<file path="config.mk">
export PLATFORM = sky130hd
export DESIGN_NAME = ethernet_tun_bridge_arp_responder
export DESIGN_NICKNAME = d
export VERILOG_FILES = /design/src/design/etab_pkg.sv /design/src/design/etab_queue.sv /design/src/design/etab_front.sv /design/src/design/etab_back.sv /design/src/design/ethernet_tun_bridge_arp_responder.sv
export SDC_FILE = /design/constraint.sdc
export NUM_CORES = 2
export LEC_CHECK = 0
export ABC_AREA = 0
export ABC_CLOCK_PERIOD_IN_PS = 18700
export BUFFER_PORTS_ARGS = -buffer_cell sky130_fd_sc_hd__clkbuf_2
export CAP_MARGIN = 20
export CORE_UTILIZATION = 35
export DETAILED_ROUTE_END_ITERATION = 16
export HOLD_SLACK_MARGIN = 0.05
export PLACE_DENSITY_LB_ADDON = 0.1
export SYNTH_ARGS = -nofsm -noshare
export SYNTH_HDL_FRONTEND = slang
export SYNTH_HIERARCHICAL = 1
export SYNTH_SLANG_ARGS = --single-unit
</file>
<file path="constraint.sdc">
create_clock -name i_clk -period 18.7 [get_ports i_clk]
set_input_delay 3.74 -clock i_clk [delete_from_list [all_inputs] [get_ports i_clk]]
set_output_delay 3.74 -clock i_clk [all_outputs]
set_load 0.05 [all_outputs]
</file>
<file path="src/design/etab_pkg.sv">
// types and constants of the ethernet / ip tunnel bridge
package etab_pkg;

    // ethertypes and frame sizes
    localparam logic [15:0] ETYPE_IPV4 = 16'h0800;
    localparam logic [15:0] ETYPE_IPV6 = 16'h86dd;
    localparam logic [15:0] ETYPE_ARP  = 16'h0806;
    localparam int          ARP_LEN    = 42;
    localparam int          ETH_HDR_LEN = 14;

    // command queue depth between front and back
    localparam int QUEUE_DEPTH = 4;

    // fixed part of an ethernet/ipv4 arp request (htype, ptype, hlen, plen, oper)
    localparam logic [7:0] ARP_REQ_HDR [8] = '{
        8'h00, 8'h01, 8'h08, 8'h00, 8'h06, 8'h04, 8'h00, 8'h01
    };

    // fixed middle of an arp reply (ethertype, htype, ptype, hlen, plen, oper)
    localparam logic [7:0] ARP_REPLY_MID [10] = '{
        8'h08, 8'h06, 8'h00, 8'h01, 8'h08, 8'h00, 8'h06, 8'h04, 8'h00, 8'h02
    };

    // configuration register indexes
    typedef enum logic [1:0] {
        CFG_HOST_MAC   = 2'd0,
        CFG_GUEST_MAC  = 2'd1,
        CFG_MAX_IP_LEN = 2'd2,
        CFG_PAUSED     = 2'd3
    } t_cfg_idx;

    // input opcodes
    localparam logic OP_GUEST = 1'b0;
    localparam logic OP_HOST  = 1'b1;

    // output ports
    localparam logic PORT_TUNNEL = 1'b0;
    localparam logic PORT_GUEST  = 1'b1;

    typedef struct packed {
        logic       opcode;
        logic [7:0] in_byte;
        logic       in_last;
    } t_in;

    typedef struct packed {
        logic [7:0] out_byte;
        logic       out_port;
        logic       out_last;
    } t_out;

    // work items handed from front to back
    typedef enum logic [1:0] {
        KIND_BYTE      = 2'd0,
        KIND_HOST_HDR  = 2'd1,
        KIND_ARP_REPLY = 2'd2
    } t_kind;

    typedef struct packed {
        t_kind       kind;
        logic [7:0]  data;
        logic        port;
        logic        last;
        logic        is_v6;
        logic [47:0] src_mac;
        logic [47:0] sender_hw;
        logic [31:0] sender_ip;
        logic [31:0] target_ip;
    } t_cmd;

endpackage

</file>
<file path="src/design/etab_queue.sv">
// small command queue between the classifier and the output sequencer
module etab_queue (
    input  logic           i_clk,
    input  logic           i_rst_n,
    input  logic           i_push,
    input  etab_pkg::t_cmd i_cmd,
    input  logic           i_pop,
    output logic           o_valid,
    output etab_pkg::t_cmd o_head,
    output logic           o_full
);
    import etab_pkg::*;

    localparam int QW = $clog2(QUEUE_DEPTH);

    t_cmd            r_mem [QUEUE_DEPTH];
    logic [QW-1:0]   r_wr_ptr;
    logic [QW-1:0]   r_rd_ptr;
    logic [QW:0]     r_count;
    logic [QW:0]     n_count;

    // entry storage
    always_ff @(posedge i_clk) begin
        if (i_push) begin
            r_mem[r_wr_ptr] <= i_cmd;
        end
    end

    // occupancy
    always_comb begin
        n_count = r_count;
        if (i_push && !i_pop) begin
            n_count = r_count + (QW+1)'(1);
        end else if (!i_push && i_pop) begin
            n_count = r_count - (QW+1)'(1);
        end
    end

    // pointers and occupancy count
    always_ff @(posedge i_clk) begin
        if (!i_rst_n) begin
            r_wr_ptr <= '0;
            r_rd_ptr <= '0;
            r_count  <= '0;
        end else begin
            if (i_push) begin
                r_wr_ptr <= r_wr_ptr + QW'(1);
            end
            if (i_pop) begin
                r_rd_ptr <= r_rd_ptr + QW'(1);
            end
            r_count <= n_count;
        end
    end

    assign o_valid = (r_count != '0);
    assign o_full  = (r_count == (QW+1)'(QUEUE_DEPTH));
    assign o_head  = r_mem[r_rd_ptr];
endmodule

</file>
<file path="src/design/etab_front.sv">
// input classifier: tracks guest frames and host packets, issues output commands
module etab_front #(
    parameter int MAX_PACKET_BYTES = 2048
) (
    input  logic           i_clk,
    input  logic           i_rst_n,
    input  logic           i_accept,
    input  etab_pkg::t_in  i_in,
    input  logic           i_paused,
    input  logic [11:0]    i_max_ip_len,
    output logic           o_push,
    output etab_pkg::t_cmd o_cmd
);
    import etab_pkg::*;

    localparam int CW = $clog2(MAX_PACKET_BYTES + 1);
    localparam int LW = ((CW > 12) ? CW : 12) + 1;

    // guest frame state
    logic [CW-1:0] r_eg_cnt,   n_eg_cnt;
    logic [15:0]   r_type,     n_type;
    logic [47:0]   r_src_mac,  n_src_mac;
    logic [47:0]   r_shw,      n_shw;
    logic [31:0]   r_sip,      n_sip;
    logic [31:0]   r_tip,      n_tip;
    logic          r_arp_ok,   n_arp_ok;
    // host packet state
    logic [CW-1:0] r_in_cnt,   n_in_cnt;
    logic          r_in_drop,  n_in_drop;

    logic [CW-1:0] eg_off;
    logic [LW-1:0] lim;
    logic [LW-1:0] len_ext;
    logic [LW-1:0] max_ext;
    logic [LW-1:0] pos_next;
    logic [3:0]    ver;
    logic          drop;
    logic          pkt_end;
    logic          is_ip;

    assign eg_off  = r_eg_cnt - CW'(ETH_HDR_LEN);
    assign len_ext = LW'(i_max_ip_len);
    assign max_ext = LW'(MAX_PACKET_BYTES);
    assign lim     = (len_ext > max_ext) ? max_ext : len_ext;
    assign pos_next = LW'(r_in_cnt) + LW'(1);
    assign ver     = i_in.in_byte[7:4];
    assign is_ip   = (r_type == ETYPE_IPV4) || (r_type == ETYPE_IPV6);

    // classify one byte and build the command for the back end
    always_comb begin
        n_eg_cnt  = r_eg_cnt;
        n_type    = r_type;
        n_src_mac = r_src_mac;
        n_shw     = r_shw;
        n_sip     = r_sip;
        n_tip     = r_tip;
        n_arp_ok  = r_arp_ok;
        n_in_cnt  = r_in_cnt;
        n_in_drop = r_in_drop;
        drop      = r_in_drop;
        pkt_end   = 1'b0;
        o_push    = 1'b0;
        o_cmd     = '0;
        o_cmd.data = i_in.in_byte;
        if (i_in.opcode == OP_GUEST) begin
            // capture header and arp fields by position
            if (r_eg_cnt >= 6 && r_eg_cnt < 12) begin
                n_src_mac = {r_src_mac[39:0], i_in.in_byte};
            end else if (r_eg_cnt == 12 || r_eg_cnt == 13) begin
                n_type = {r_type[7:0], i_in.in_byte};
            end else if (r_eg_cnt >= 14 && r_eg_cnt < 22) begin
                if (i_in.in_byte != ARP_REQ_HDR[eg_off[2:0]]) begin
                    n_arp_ok = 1'b0;
                end
            end else if (r_eg_cnt >= 22 && r_eg_cnt < 28) begin
                n_shw = {r_shw[39:0], i_in.in_byte};
            end else if (r_eg_cnt >= 28 && r_eg_cnt < 32) begin
                n_sip = {r_sip[23:0], i_in.in_byte};
            end else if (r_eg_cnt >= 38 && r_eg_cnt < 42) begin
                n_tip = {r_tip[23:0], i_in.in_byte};
            end
            // ip payload toward the tunnel
            if (r_eg_cnt >= 14 && is_ip) begin
                o_push     = 1'b1;
                o_cmd.kind = KIND_BYTE;
                o_cmd.port = PORT_TUNNEL;
                o_cmd.last = i_in.in_last;
            end
            if (i_in.in_last) begin
                // arp reply on the final byte of a good request, unless paused
                if (r_eg_cnt >= (ARP_LEN - 1) && r_type == ETYPE_ARP && n_arp_ok
                    && !i_paused) begin
                    o_push          = 1'b1;
                    o_cmd.kind      = KIND_ARP_REPLY;
                    o_cmd.port      = PORT_GUEST;
                    o_cmd.src_mac   = n_src_mac;
                    o_cmd.sender_hw = n_shw;
                    o_cmd.sender_ip = n_sip;
                    o_cmd.target_ip = n_tip;
                end
                n_eg_cnt  = '0;
                n_type    = '0;
                n_src_mac = '0;
                n_shw     = '0;
                n_sip     = '0;
                n_tip     = '0;
                n_arp_ok  = 1'b1;
            end else if (r_eg_cnt < CW'(MAX_PACKET_BYTES)) begin
                n_eg_cnt = r_eg_cnt + CW'(1);
            end
        end else begin
            // host packet: version check on the first byte
            if (r_in_cnt == '0) begin
                drop = !((ver == 4'd4 || ver == 4'd6) && lim != '0);
            end
            if (!drop) begin
                pkt_end = i_in.in_last || (pos_next >= lim);
                if (!i_paused) begin
                    o_push      = 1'b1;
                    o_cmd.kind  = (r_in_cnt == '0) ? KIND_HOST_HDR : KIND_BYTE;
                    o_cmd.port  = PORT_GUEST;
                    o_cmd.last  = pkt_end;
                    o_cmd.is_v6 = (ver == 4'd6);
                end
                if (pkt_end) begin
                    drop = 1'b1;
                end
            end
            n_in_drop = drop;
            if (i_in.in_last) begin
                n_in_cnt  = '0;
                n_in_drop = 1'b0;
            end else if (r_in_cnt < CW'(MAX_PACKET_BYTES)) begin
                n_in_cnt = r_in_cnt + CW'(1);
            end
        end
        if (!i_accept) begin
            o_push = 1'b0;
        end
    end

    // stream state
    always_ff @(posedge i_clk) begin
        if (!i_rst_n) begin
            r_eg_cnt  <= '0;
            r_type    <= '0;
            r_src_mac <= '0;
            r_shw     <= '0;
            r_sip     <= '0;
            r_tip     <= '0;
            r_arp_ok  <= 1'b1;
            r_in_cnt  <= '0;
            r_in_drop <= 1'b0;
        end else if (i_accept) begin
            r_eg_cnt  <= n_eg_cnt;
            r_type    <= n_type;
            r_src_mac <= n_src_mac;
            r_shw     <= n_shw;
            r_sip     <= n_sip;
            r_tip     <= n_tip;
            r_arp_ok  <= n_arp_ok;
            r_in_cnt  <= n_in_cnt;
            r_in_drop <= n_in_drop;
        end
    end
endmodule

</file>
<file path="src/design/etab_back.sv">
// output sequencer: expands commands into bytes and holds the output register
module etab_back (
    input  logic           i_clk,
    input  logic           i_rst_n,
    input  logic           i_head_valid,
    input  etab_pkg::t_cmd i_head,
    output logic           o_pop,
    input  logic [47:0]    i_host_mac,
    input  logic [47:0]    i_guest_mac,
    output logic           o_out_valid,
    output etab_pkg::t_out o_out_data,
    input  logic           i_out_stall
);
    import etab_pkg::*;

    logic [5:0] r_idx;
    logic [5:0] n_idx;
    logic       r_out_valid;
    t_out       r_out;
    t_out       cur;
    logic       cmd_done;
    logic       advance;
    logic [5:0] off;

    // byte k of a mac, first on the wire first
    function automatic logic [7:0] mac_byte(input logic [47:0] mac, input logic [2:0] k);
        logic [7:0] b;
        case (k)
            3'd0:    b = mac[47:40];
            3'd1:    b = mac[39:32];
            3'd2:    b = mac[31:24];
            3'd3:    b = mac[23:16];
            3'd4:    b = mac[15:8];
            3'd5:    b = mac[7:0];
            default: b = 8'h00;
        endcase
        return b;
    endfunction

    // byte k of an ipv4 address
    function automatic logic [7:0] ip_byte(input logic [31:0] ip, input logic [1:0] k);
        logic [7:0] b;
        case (k)
            2'd0:    b = ip[31:24];
            2'd1:    b = ip[23:16];
            2'd2:    b = ip[15:8];
            default: b = ip[7:0];
        endcase
        return b;
    endfunction

    assign advance = i_head_valid && (!r_out_valid || !i_out_stall);

    // pick the byte at the current position of the head command
    always_comb begin
        cur      = '0;
        cmd_done = 1'b1;
        off      = '0;
        case (i_head.kind)
            KIND_BYTE: begin
                cur.out_byte = i_head.data;
                cur.out_port = i_head.port;
                cur.out_last = i_head.last;
            end
            KIND_HOST_HDR: begin
                cur.out_port = PORT_GUEST;
                cmd_done     = (r_idx == 6'(ETH_HDR_LEN));
                if (r_idx < 6'd6) begin
                    cur.out_byte = mac_byte(i_guest_mac, r_idx[2:0]);
                end else if (r_idx < 6'd12) begin
                    off          = r_idx - 6'd6;
                    cur.out_byte = mac_byte(i_host_mac, off[2:0]);
                end else if (r_idx == 6'd12) begin
                    cur.out_byte = i_head.is_v6 ? ETYPE_IPV6[15:8] : ETYPE_IPV4[15:8];
                end else if (r_idx == 6'd13) begin
                    cur.out_byte = i_head.is_v6 ? ETYPE_IPV6[7:0] : ETYPE_IPV4[7:0];
                end else begin
                    cur.out_byte = i_head.data;
                    cur.out_last = i_head.last;
                end
            end
            KIND_ARP_REPLY: begin
                cur.out_port = PORT_GUEST;
                cmd_done     = (r_idx == 6'(ARP_LEN - 1));
                cur.out_last = cmd_done;
                if (r_idx < 6'd6) begin
                    cur.out_byte = mac_byte(i_head.src_mac, r_idx[2:0]);
                end else if (r_idx < 6'd12) begin
                    off          = r_idx - 6'd6;
                    cur.out_byte = mac_byte(i_host_mac, off[2:0]);
                end else if (r_idx < 6'd22) begin
                    off          = r_idx - 6'd12;
                    cur.out_byte = ARP_REPLY_MID[off[3:0]];
                end else if (r_idx < 6'd28) begin
                    off          = r_idx - 6'd22;
                    cur.out_byte = mac_byte(i_host_mac, off[2:0]);
                end else if (r_idx < 6'd32) begin
                    off          = r_idx - 6'd28;
                    cur.out_byte = ip_byte(i_head.target_ip, off[1:0]);
                end else if (r_idx < 6'd38) begin
                    off          = r_idx - 6'd32;
                    cur.out_byte = mac_byte(i_head.sender_hw, off[2:0]);
                end else begin
                    off          = r_idx - 6'd38;
                    cur.out_byte = ip_byte(i_head.sender_ip, off[1:0]);
                end
            end
            default: begin
                cur = '0;
            end
        endcase
    end

    assign o_pop = advance && cmd_done;

    always_comb begin
        n_idx = r_idx;
        if (advance) begin
            n_idx = cmd_done ? 6'd0 : r_idx + 6'd1;
        end
    end

    // position counter and output register
    always_ff @(posedge i_clk) begin
        if (!i_rst_n) begin
            r_idx       <= '0;
            r_out_valid <= 1'b0;
        end else begin
            r_idx <= n_idx;
            if (advance) begin
                r_out_valid <= 1'b1;
            end else if (!i_out_stall) begin
                r_out_valid <= 1'b0;
            end
        end
    end

    always_ff @(posedge i_clk) begin
        if (advance) begin
            r_out <= cur;
        end
    end

    assign o_out_valid = r_out_valid;
    assign o_out_data  = r_out;
endmodule

</file>
<file path="src/design/ethernet_tun_bridge_arp_responder.sv">
// top level of the ethernet to ip tunnel bridge with arp responder
// One byte is taken per cycle on the input channel while the command queue
// is not full. Guest frame bytes are classified as they arrive: ipv4/ipv6
// payload leaves toward the tunnel one byte per cycle while the output is
// not stalled, through the command queue and the output register, and a
// good arp request gets a 42-byte reply toward the guest after its final
// byte unless paused. The first byte of a host ip packet expands into 15
// output bytes (ethernet header plus the byte), later bytes pass one per
// cycle while the output is not stalled. Expansion runs in the output
// sequencer, fed by a 4-entry command queue; the input stalls only while
// that queue is full. Configuration is written through a port that is always
// ready and is to be changed only while no transfer is in flight.
module ethernet_tun_bridge_arp_responder #(
    parameter int MAX_PACKET_BYTES = 2048
) (
    input  logic           i_clk,
    input  logic           i_rst_n,
    input  logic           i_in_valid,
    output logic           o_in_stall,
    input  etab_pkg::t_in  i_in_data,
    output logic           o_out_valid,
    input  logic           i_out_stall,
    output etab_pkg::t_out o_out_data,
    input  logic           i_cfg_valid,
    output logic           o_cfg_ready,
    input  logic [1:0]     i_cfg_index,
    input  logic [47:0]    i_cfg_data
);
    import etab_pkg::*;

    logic [47:0] r_host_mac;
    logic [47:0] r_guest_mac;
    logic [11:0] r_max_ip_len;
    logic        r_paused;

    logic        accept;
    logic        push;
    t_cmd        push_cmd;
    logic        q_valid;
    logic        q_full;
    t_cmd        q_head;
    logic        pop;

    // configuration registers
    always_ff @(posedge i_clk) begin
        if (!i_rst_n) begin
            r_host_mac   <= '0;
            r_guest_mac  <= '0;
            r_max_ip_len <= 12'd1500;
            r_paused     <= 1'b0;
        end else if (i_cfg_valid) begin
            case (t_cfg_idx'(i_cfg_index))
                CFG_HOST_MAC:   r_host_mac   <= i_cfg_data;
                CFG_GUEST_MAC:  r_guest_mac  <= i_cfg_data;
                CFG_MAX_IP_LEN: r_max_ip_len <= i_cfg_data[11:0];
                CFG_PAUSED:     r_paused     <= i_cfg_data[0];
                default:        r_paused     <= r_paused;
            endcase
        end
    end

    assign o_cfg_ready = 1'b1;
    assign o_in_stall  = q_full;
    assign accept      = i_in_valid && !q_full;

    etab_front #(
        .MAX_PACKET_BYTES(MAX_PACKET_BYTES)
    ) u_front (
        .i_clk        (i_clk),
        .i_rst_n      (i_rst_n),
        .i_accept     (accept),
        .i_in         (i_in_data),
        .i_paused     (r_paused),
        .i_max_ip_len (r_max_ip_len),
        .o_push       (push),
        .o_cmd        (push_cmd)
    );

    etab_queue u_queue (
        .i_clk   (i_clk),
        .i_rst_n (i_rst_n),
        .i_push  (push),
        .i_cmd   (push_cmd),
        .i_pop   (pop),
        .o_valid (q_valid),
        .o_head  (q_head),
        .o_full  (q_full)
    );

    etab_back u_back (
        .i_clk        (i_clk),
        .i_rst_n      (i_rst_n),
        .i_head_valid (q_valid),
        .i_head       (q_head),
        .o_pop        (pop),
        .i_host_mac   (r_host_mac),
        .i_guest_mac  (r_guest_mac),
        .o_out_valid  (o_out_valid),
        .o_out_data   (o_out_data),
        .i_out_stall  (i_out_stall)
    );
endmodule

</file>
Word-level counts from Yosys, hierarchy flattened
Memory sizes are Yosys's and may differ from the RTL's. A register that Yosys moved wholly into a read port is not among the register bits.
Cells that the tools add are included.
{ "classes": {"n_addsub": 15, "magnitude_cmp": 23, "eq_ne": 44, "mux": 100, "bitwise_logic": 3, "n_reduce_logical": 51} }
{ "op_table": {"columns": ["cell", "count"], "rows": [
  ["2-to-1 mux 160 bit", 3],
  ["2-to-1 mux 32 bit", 13],
  ["2-to-1 mux 48 bit", 7],
  ["one-hot mux 8 bit (6 select lines)", 5],
  ["2-to-1 mux 8 bit", 16],
  ["2-to-1 mux 12 bit", 5],
  ["2-to-1 mux 16 bit", 3],
  ["one-hot mux 8 bit (3 select lines)", 2],
  ["== test 16 x 12 -> 1 bit (second input constant)", 2],
  ["2-to-1 mux 1 bit", 31],
  ["one-hot mux 10 bit (3 select lines)", 1],
  ["== test 3 bit (second input constant)", 9],
  ["adder 12 x 1 -> 12 bit (second input constant)", 2],
  ["== test 12 x 4 -> 1 bit (second input constant)", 2],
  ["== test 3 x 2 -> 1 bit (second input constant)", 8],
  ["greater-or-equal comparator 12 x 5 -> 1 bit (second input constant)", 2],
  ["greater-or-equal comparator 12 x 6 -> 1 bit (second input constant)", 2],
  ["less-than comparator 12 bit (second input constant)", 2],
  ["less-than comparator 12 x 5 -> 1 bit (second input constant)", 2],
  ["less-than comparator 12 x 6 -> 1 bit (second input constant)", 2],
  ["== test 6 x 4 -> 1 bit (second input constant)", 3],
  ["== test 16 bit (second input constant)", 1],
  ["2-to-1 mux 2 bit", 8],
  ["logical AND 1 bit", 15],
  ["other kinds (45)", 90]
]} }
{ "totals": {"reg_bits": 335, "mem_bits_rw": 692, "mem_bits_ro": 192, "inputBits": 65, "out_inout_bits": 13, "word_cells": 260, "mem_count": 3} }
{ "memory_table": {"columns": ["memory", "depth", "word_bits", "read_ports", "rd_clocked_by_memory_dff", "wr", "line_no", "text"], "rows": [
  ["u_queue.r_mem", 4, 173, 1, 1, 1, "etab_queue.sv:16", "t_cmd r_mem [QUEUE_DEPTH];"],
  ["(no name shown)", 16, 8, 1, 0, 0, "etab_back.sv:93", "cur.out_byte = ARP_REPLY_MID[off[3:0]];"],
  ["(no name shown)", 8, 8, 1, 0, 0, "etab_front.sv:72", "if (i_in.in_byte != ARP_REQ_HDR[eg_off[2:0]]) begin"]
]} }

Longest topological paths before layout
{ "logic_depth": {"ltp_word": 21, "mapped_depth": 16, "ltp_nobuf": 14} }

Cells and area by module
Netlist, hierarchy kept.
{ "by_module_without_submodules": {"columns": ["mod", "instances", "cells_per_inst", "area_per_inst_um2", "seq_area_each_um2"], "rows": [
  ["etab_queue", 1, 946, 25421.9, 20960.1],
  ["etab_front", 1, 1373, 10473.8, 4043.9],
  ["ethernet_tun_bridge_arp_responder", 1, 421, 4144.0, 2182.1],
  ["etab_back", 1, 426, 3427.0, 440.4]
]} }

Worst setup path after synthesis
Ideal clock, no wire load.
{ "synth_timing": {"path_kind": "input to register", "start": "in i_in_data[9] in the netlist's numbering", "end": "mem u_queue/r_mem[0][0] in the netlist's numbering, enable pin", "setup_time_ns": 0.553, "arrival_time_ns": 9.133, "required_time_ns": 18.147, "setup_slack_ns": 9.013, "stages": 8, "n_path_buf": 1, "cell_sequence": "nor4_1 nand2_1 or4_1 a31o_2 buf_2 inv_1 o31a_1 and2_1"} }
{ "synth_via": {"elab_chain_cells": 4} }
{ "synth_rtl": {"columns": ["element", "line_no", "text"], "rows": [
  ["from (decl)", "ethernet_tun_bridge_arp_responder.sv:20", "input etab_pkg::t_in i_in_data,"],
  ["2-to-1 mux 1 bit", "etab_front.sv:65", "if (i_in.opcode == OP_GUEST) begin"],
  ["2-to-1 mux 1 bit", "etab_front.sv:137", "if (!i_accept) begin"],
  ["named net push", "ethernet_tun_bridge_arp_responder.sv:37", "logic push;"],
  ["2-to-1 mux 1 bit", "etab_queue.sv:24", "if (i_push) begin"],
  ["2-to-1 mux 1 bit (implied by the code)", "etab_queue.sv:25", "r_mem[r_wr_ptr] <= i_cmd;"],
  ["to (decl)", "etab_queue.sv:16", null]
]} }
The timed path passes the listed nets, and every way through them passes these cells.

Final worst setup path
{ "layout_timing": {"start": "in i_in_data[0] in the netlist's numbering", "end": "mem u_queue/r_mem[3][39] in the netlist's numbering, enable pin"} }
{ "layout_via": {"elab_chain_cells": 5} }
{ "layout_rtl": {"columns": ["element", "line_no", "text"], "rows": [
  ["2-to-1 mux 1 bit", "etab_front.sv:89", "if (i_in.in_last) begin"],
  ["2-to-1 mux 1 bit", "etab_front.sv:65", null],
  ["2-to-1 mux 1 bit", "etab_front.sv:137", null],
  ["named net push", "ethernet_tun_bridge_arp_responder.sv:37", null],
  ["2-to-1 mux 1 bit", "etab_queue.sv:24", null],
  ["2-to-1 mux 1 bit (implied by the code)", "etab_queue.sv:25", null]
]} }
The timed path passes the listed nets, and every way through them passes these cells.

==> insert_results.sql <==
INSERT INTO impl_metrics (metric_group, metric, value, unit) VALUES
('outcome', 'outcome', 'finished, final reports clean', ''),
('synth', 'async_set_reset_flop_share_out_of_synthesis', '0', ''),
('floorplanning', 'core-area', '0.123', 'mm²'),
('synth', 'yosys_most_used_dff', 'edfxtp_1', ''),
('sta', 'achievable-frequency', '125', 'MHz'),
('global_routing', 'via_count_of_the_first_global_routing_pass', '27300', ''),
('critical_path', 'end_kind', 'register', ''),
('clock_network', 'cts.htree.levels', '3', ''),
('floorplanning', 'placement_rows', '128', ''),
('synth', 'yosys-mux-area-fraction', '0.128', ''),
('clock_network', 'postCtsSetupRepairBufs', '0', ''),
('critical_path', 'setup.reg_to_reg.worst_slack', '13.56', 'ns'),
('floorplanning', 'floorplan.die.width', '354', 'µm'),
('clock_network', 'clk_latency', '0.72', 'ns'),
('clock_network', 'cts_tree', 'built', ''),
('min_path', 'timing.hold.worst_endpoint', 'r_host_mac[4]', ''),
('synth', 'area_fraction_in_compound_gates_after_synthesis', '0.100', ''),
('sta', 'count_of_pins_over_their_slew_limit', '0', ''),
('clock_network', 'cts_repair_resize_count', '0', ''),
('global_routing', 'maximum_number_of_pins_on_one_net_before_global_route_repair', '124', ''),
('clock_network', 'cts_hold_repair.buffers', '0', ''),
('synth', 'synthesis.nets', '3277', ''),
('synth', 'synth_simple_gate_area_share', '0.0830', ''),
('synth', 'yosysWarningCount', '6', ''),
('layout', 'proportion_of_layout_cells_with_a_drive_suffix_above_1', '0.166', ''),
('routing', 'detail_route.drc_violations', '0', ''),
('synth', 'synthesis.instances', '3166', ''),
('layout', 'area_growth_syn_to_layout', '12.4', '%'),
('run', 'cap_violations', '0', ''),
('synth', 'synthAdderAreaFrac', '0.0134', ''),
('placed_design', 'dpl.hpwl', '76.0', 'mm'),
('sta', 'rsz_0062_raised_after_global_routing', 'false', ''),
('synth', 'yosys_register_bits', '1029', ''),
('layout', 'fin_nets', '3279', ''),
('critical_path', 'timing.rr.end', 'u_queue/r_mem[3][39]', ''),
('clock_network', 'clk_pin_slew', '0.06', 'ns'),
('synth', 'synthesis.area', '0.0435', 'mm²'),
('global_routing', 'grt_first_pass_wirelength', '186', 'mm'),
('routing', 'drt_first_iter_violations', '2453', ''),
('global_routing', 'overflow', '0', ''),
('floorplanning', 'dieArea', '0.126', 'mm²'),
('routing', 'post_drt_antenna_nets', '0', ''),
('global_routing', 'grt_usage', '0.198', ''),
('routing', 'drtPass1Iterations', '6', ''),
('clock_network', 'max-clock-path-buffers', '3', ''),
('critical_path', 'worstPathArrival', '8.32', 'ns'),
('layout', 'finalInstanceArea', '0.0489', 'mm²'),
('synth', 'synth_top_family_by_area', 'multiplexers', ''),
('critical_path', 'critical_path_required', '19.03', 'ns'),
('synth', 'yosys.area_share.xor_xnor', '0.00524', ''),
('pwr', 'cellLeakagePower', '16.3', 'nW'),
('routing', 'vias', '27200', ''),
('routing', 'post_drt_via_cell_ratio', '5.55', ''),
('placed_design', 'routabilityCongestion', '0.855', ''),
('sta', 'post-route-period-util', '0.427', ''),
('layout', 'fill_cells', '11300', ''),
('sta', 'post-route-worst-setup-slack', '10.71', 'ns'),
('min_path', 'hp-class', 'register to register', ''),
('placed_design', 'placed_cell_area', '0.0451', 'mm²'),
('routing', 'routed_wirelength', '126', 'mm'),
('synth', 'synth.yosys.seq_area_share', '0.636', ''),
('routing', 'routed_length_per_placed_instance', '25.8', 'µm'),
('clock_network', 'clock_sinks', '1029', ''),
('synth', 'syn_avg_cell_area', '13.7', 'µm²'),
('min_path', 'min_from', 'r_host_mac[4]', ''),
('sta', 'timing.clock.skew', '0.0293', 'ns'),
('clock_network', 'tritoncts.num_buffers', '112', ''),
('sta', 'setup-tns-final', '0', 'ns'),
('pwr', 'max-vdd-ir-drop', '85.0', 'µV'),
('min_path', 'hold-path-cell-count', '2', ''),
('pwr', 'power.density', '117', 'mW/mm²');
worst max-delay path: stages:
cell and delay, ns:
clkbuf_2 0.52, nand4_1 0.16, or4_1 0.44, a31o_4 0.42, inv_1 0.34, o31a_1 0.43, and2_4 0.47, buf_4 0.92
buf_4 0.75
layout by cell type (no fill, tap or decap), types with 15 or more instances in the layout:
master     instances
a21oi_1          219
a222oi_1          48
a22o_1            89
a22oi_1           24
a32o_1            30
buf_4             51
clkbuf_1          31
clkbuf_16        112
clkbuf_2          75
clkbuf_8          16
clkinv_2          22
dfxtp_1          324
edfxtp_1         702
ha_1              42
inv_1             33
mux2_2            15
mux2i_1          141
mux4_2           173
nand2_1          534
nand3_1           39
nor2_1           100
nor2b_1           21
o211ai_1          18
o21ai_0           66
o21ai_1           21
o22ai_1           20
xnor2_1           16
Yosys cell counts (all sizes together) (34+ instances only):
cell type / number / share of area
a21oi: 222 / 0.026
a222oi: 48 / 0.011
a22o: 89 / 0.018
buf: 139 / 0.022
clkbuf: 105 / 0.0091
dfxtp: 327 / 0.15
edfxtp: 702 / 0.48
ha: 45 / 0.013
inv: 34 / 0.0029
mux2i: 141 / 0.032
mux4: 173 / 0.090
nand2: 534 / 0.046
nand3: 39 / 0.0045
nor2: 105 / 0.0096
o21ai: 87 / 0.010
through the flow:
step                 util  cells  total power [mW]
floorplan               -   3166              3.21
global placement    0.368   4677              3.54
detailed placement  0.368   4679              3.54
CTS                 0.399   4893              5.79
global route        0.399   4893              5.92
finish              0.399   4893              5.72
cells by family after synthesis:
kind of cell	Yosys count
muxes	336
adders and majority gates	46
buffers and inverters	279
and+or+nand+nor	818
DFF	1029
AOI/OAI and AO/OA	631
other	1
xor gates and xnor gates	26
layer usage:
| layer | global-route usage | vias up | share of wire |
|---|---|---|---|
| met2 | 0.333 | 791 | 0.49 |
| met5 | 0 | - | 0 |
| met3 | 0.0271 | 157 | 0.051 |
| met4 | 0.0577 | 0 | 0.024 |
| met1 | 0.268 | 14100 | 0.44 |
| li1 | - | 12100 | - |
where the power goes:
group          internal [mW]  switching (mW)  total [mW]
registers               2.47          0.0497        2.52
logic                  0.357           0.606       0.964
clock network           1.31           0.925        2.24
total                   4.13            1.58        5.72
cell type report:
class / count / area, µm² / area share
clock inverters: 55 / 621 / 0.0127
inverters: 35 / 131 / 0.00269
repair buffers: 132 / 855 / 0.0175
flip-flops and latches: 1029 / 27600 / 0.565
clock buffers: 159 / 3140 / 0.0642
well taps: 1625 / 2030 / 0.0416
multi-input cells: 1858 / 14500 / 0.296
worst max-delay path by stage:
| stage | cells past startpoint | startpoint | end |
|---|---|---|---|
| after CTS | 9 | i_in_data[0] | u_queue/r_mem[3][40] |
| after global placement | 9 | i_in_data[0] | u_queue/r_mem[3][58] |
| final | 9 | i_in_data[0] | u_queue/r_mem[3][39] |
| after detailed placement | 9 | i_in_data[0] | u_queue/r_mem[3][55] |
| after global routing | 9 | i_in_data[0] | u_queue/r_mem[3][40] |
| after floorplan | 8 | i_in_data[9] | u_queue/r_mem[0][0] |
registers in the layout, summed over array words and instances (netlist names), 16 cells and up, named ones only:
| register | cells |
|---|---|
| u_front/r_sip | 32 |
| u_front/r_type | 16 |
| u_front/r_shw | 48 |
| u_front/r_tip | 32 |
| r_host_mac | 48 |
| u_front/r_src_mac | 48 |
| r_guest_mac | 48 |
| u_queue/r_mem | 692 |
Note: power is estimated with default switching activity, not from simulation.
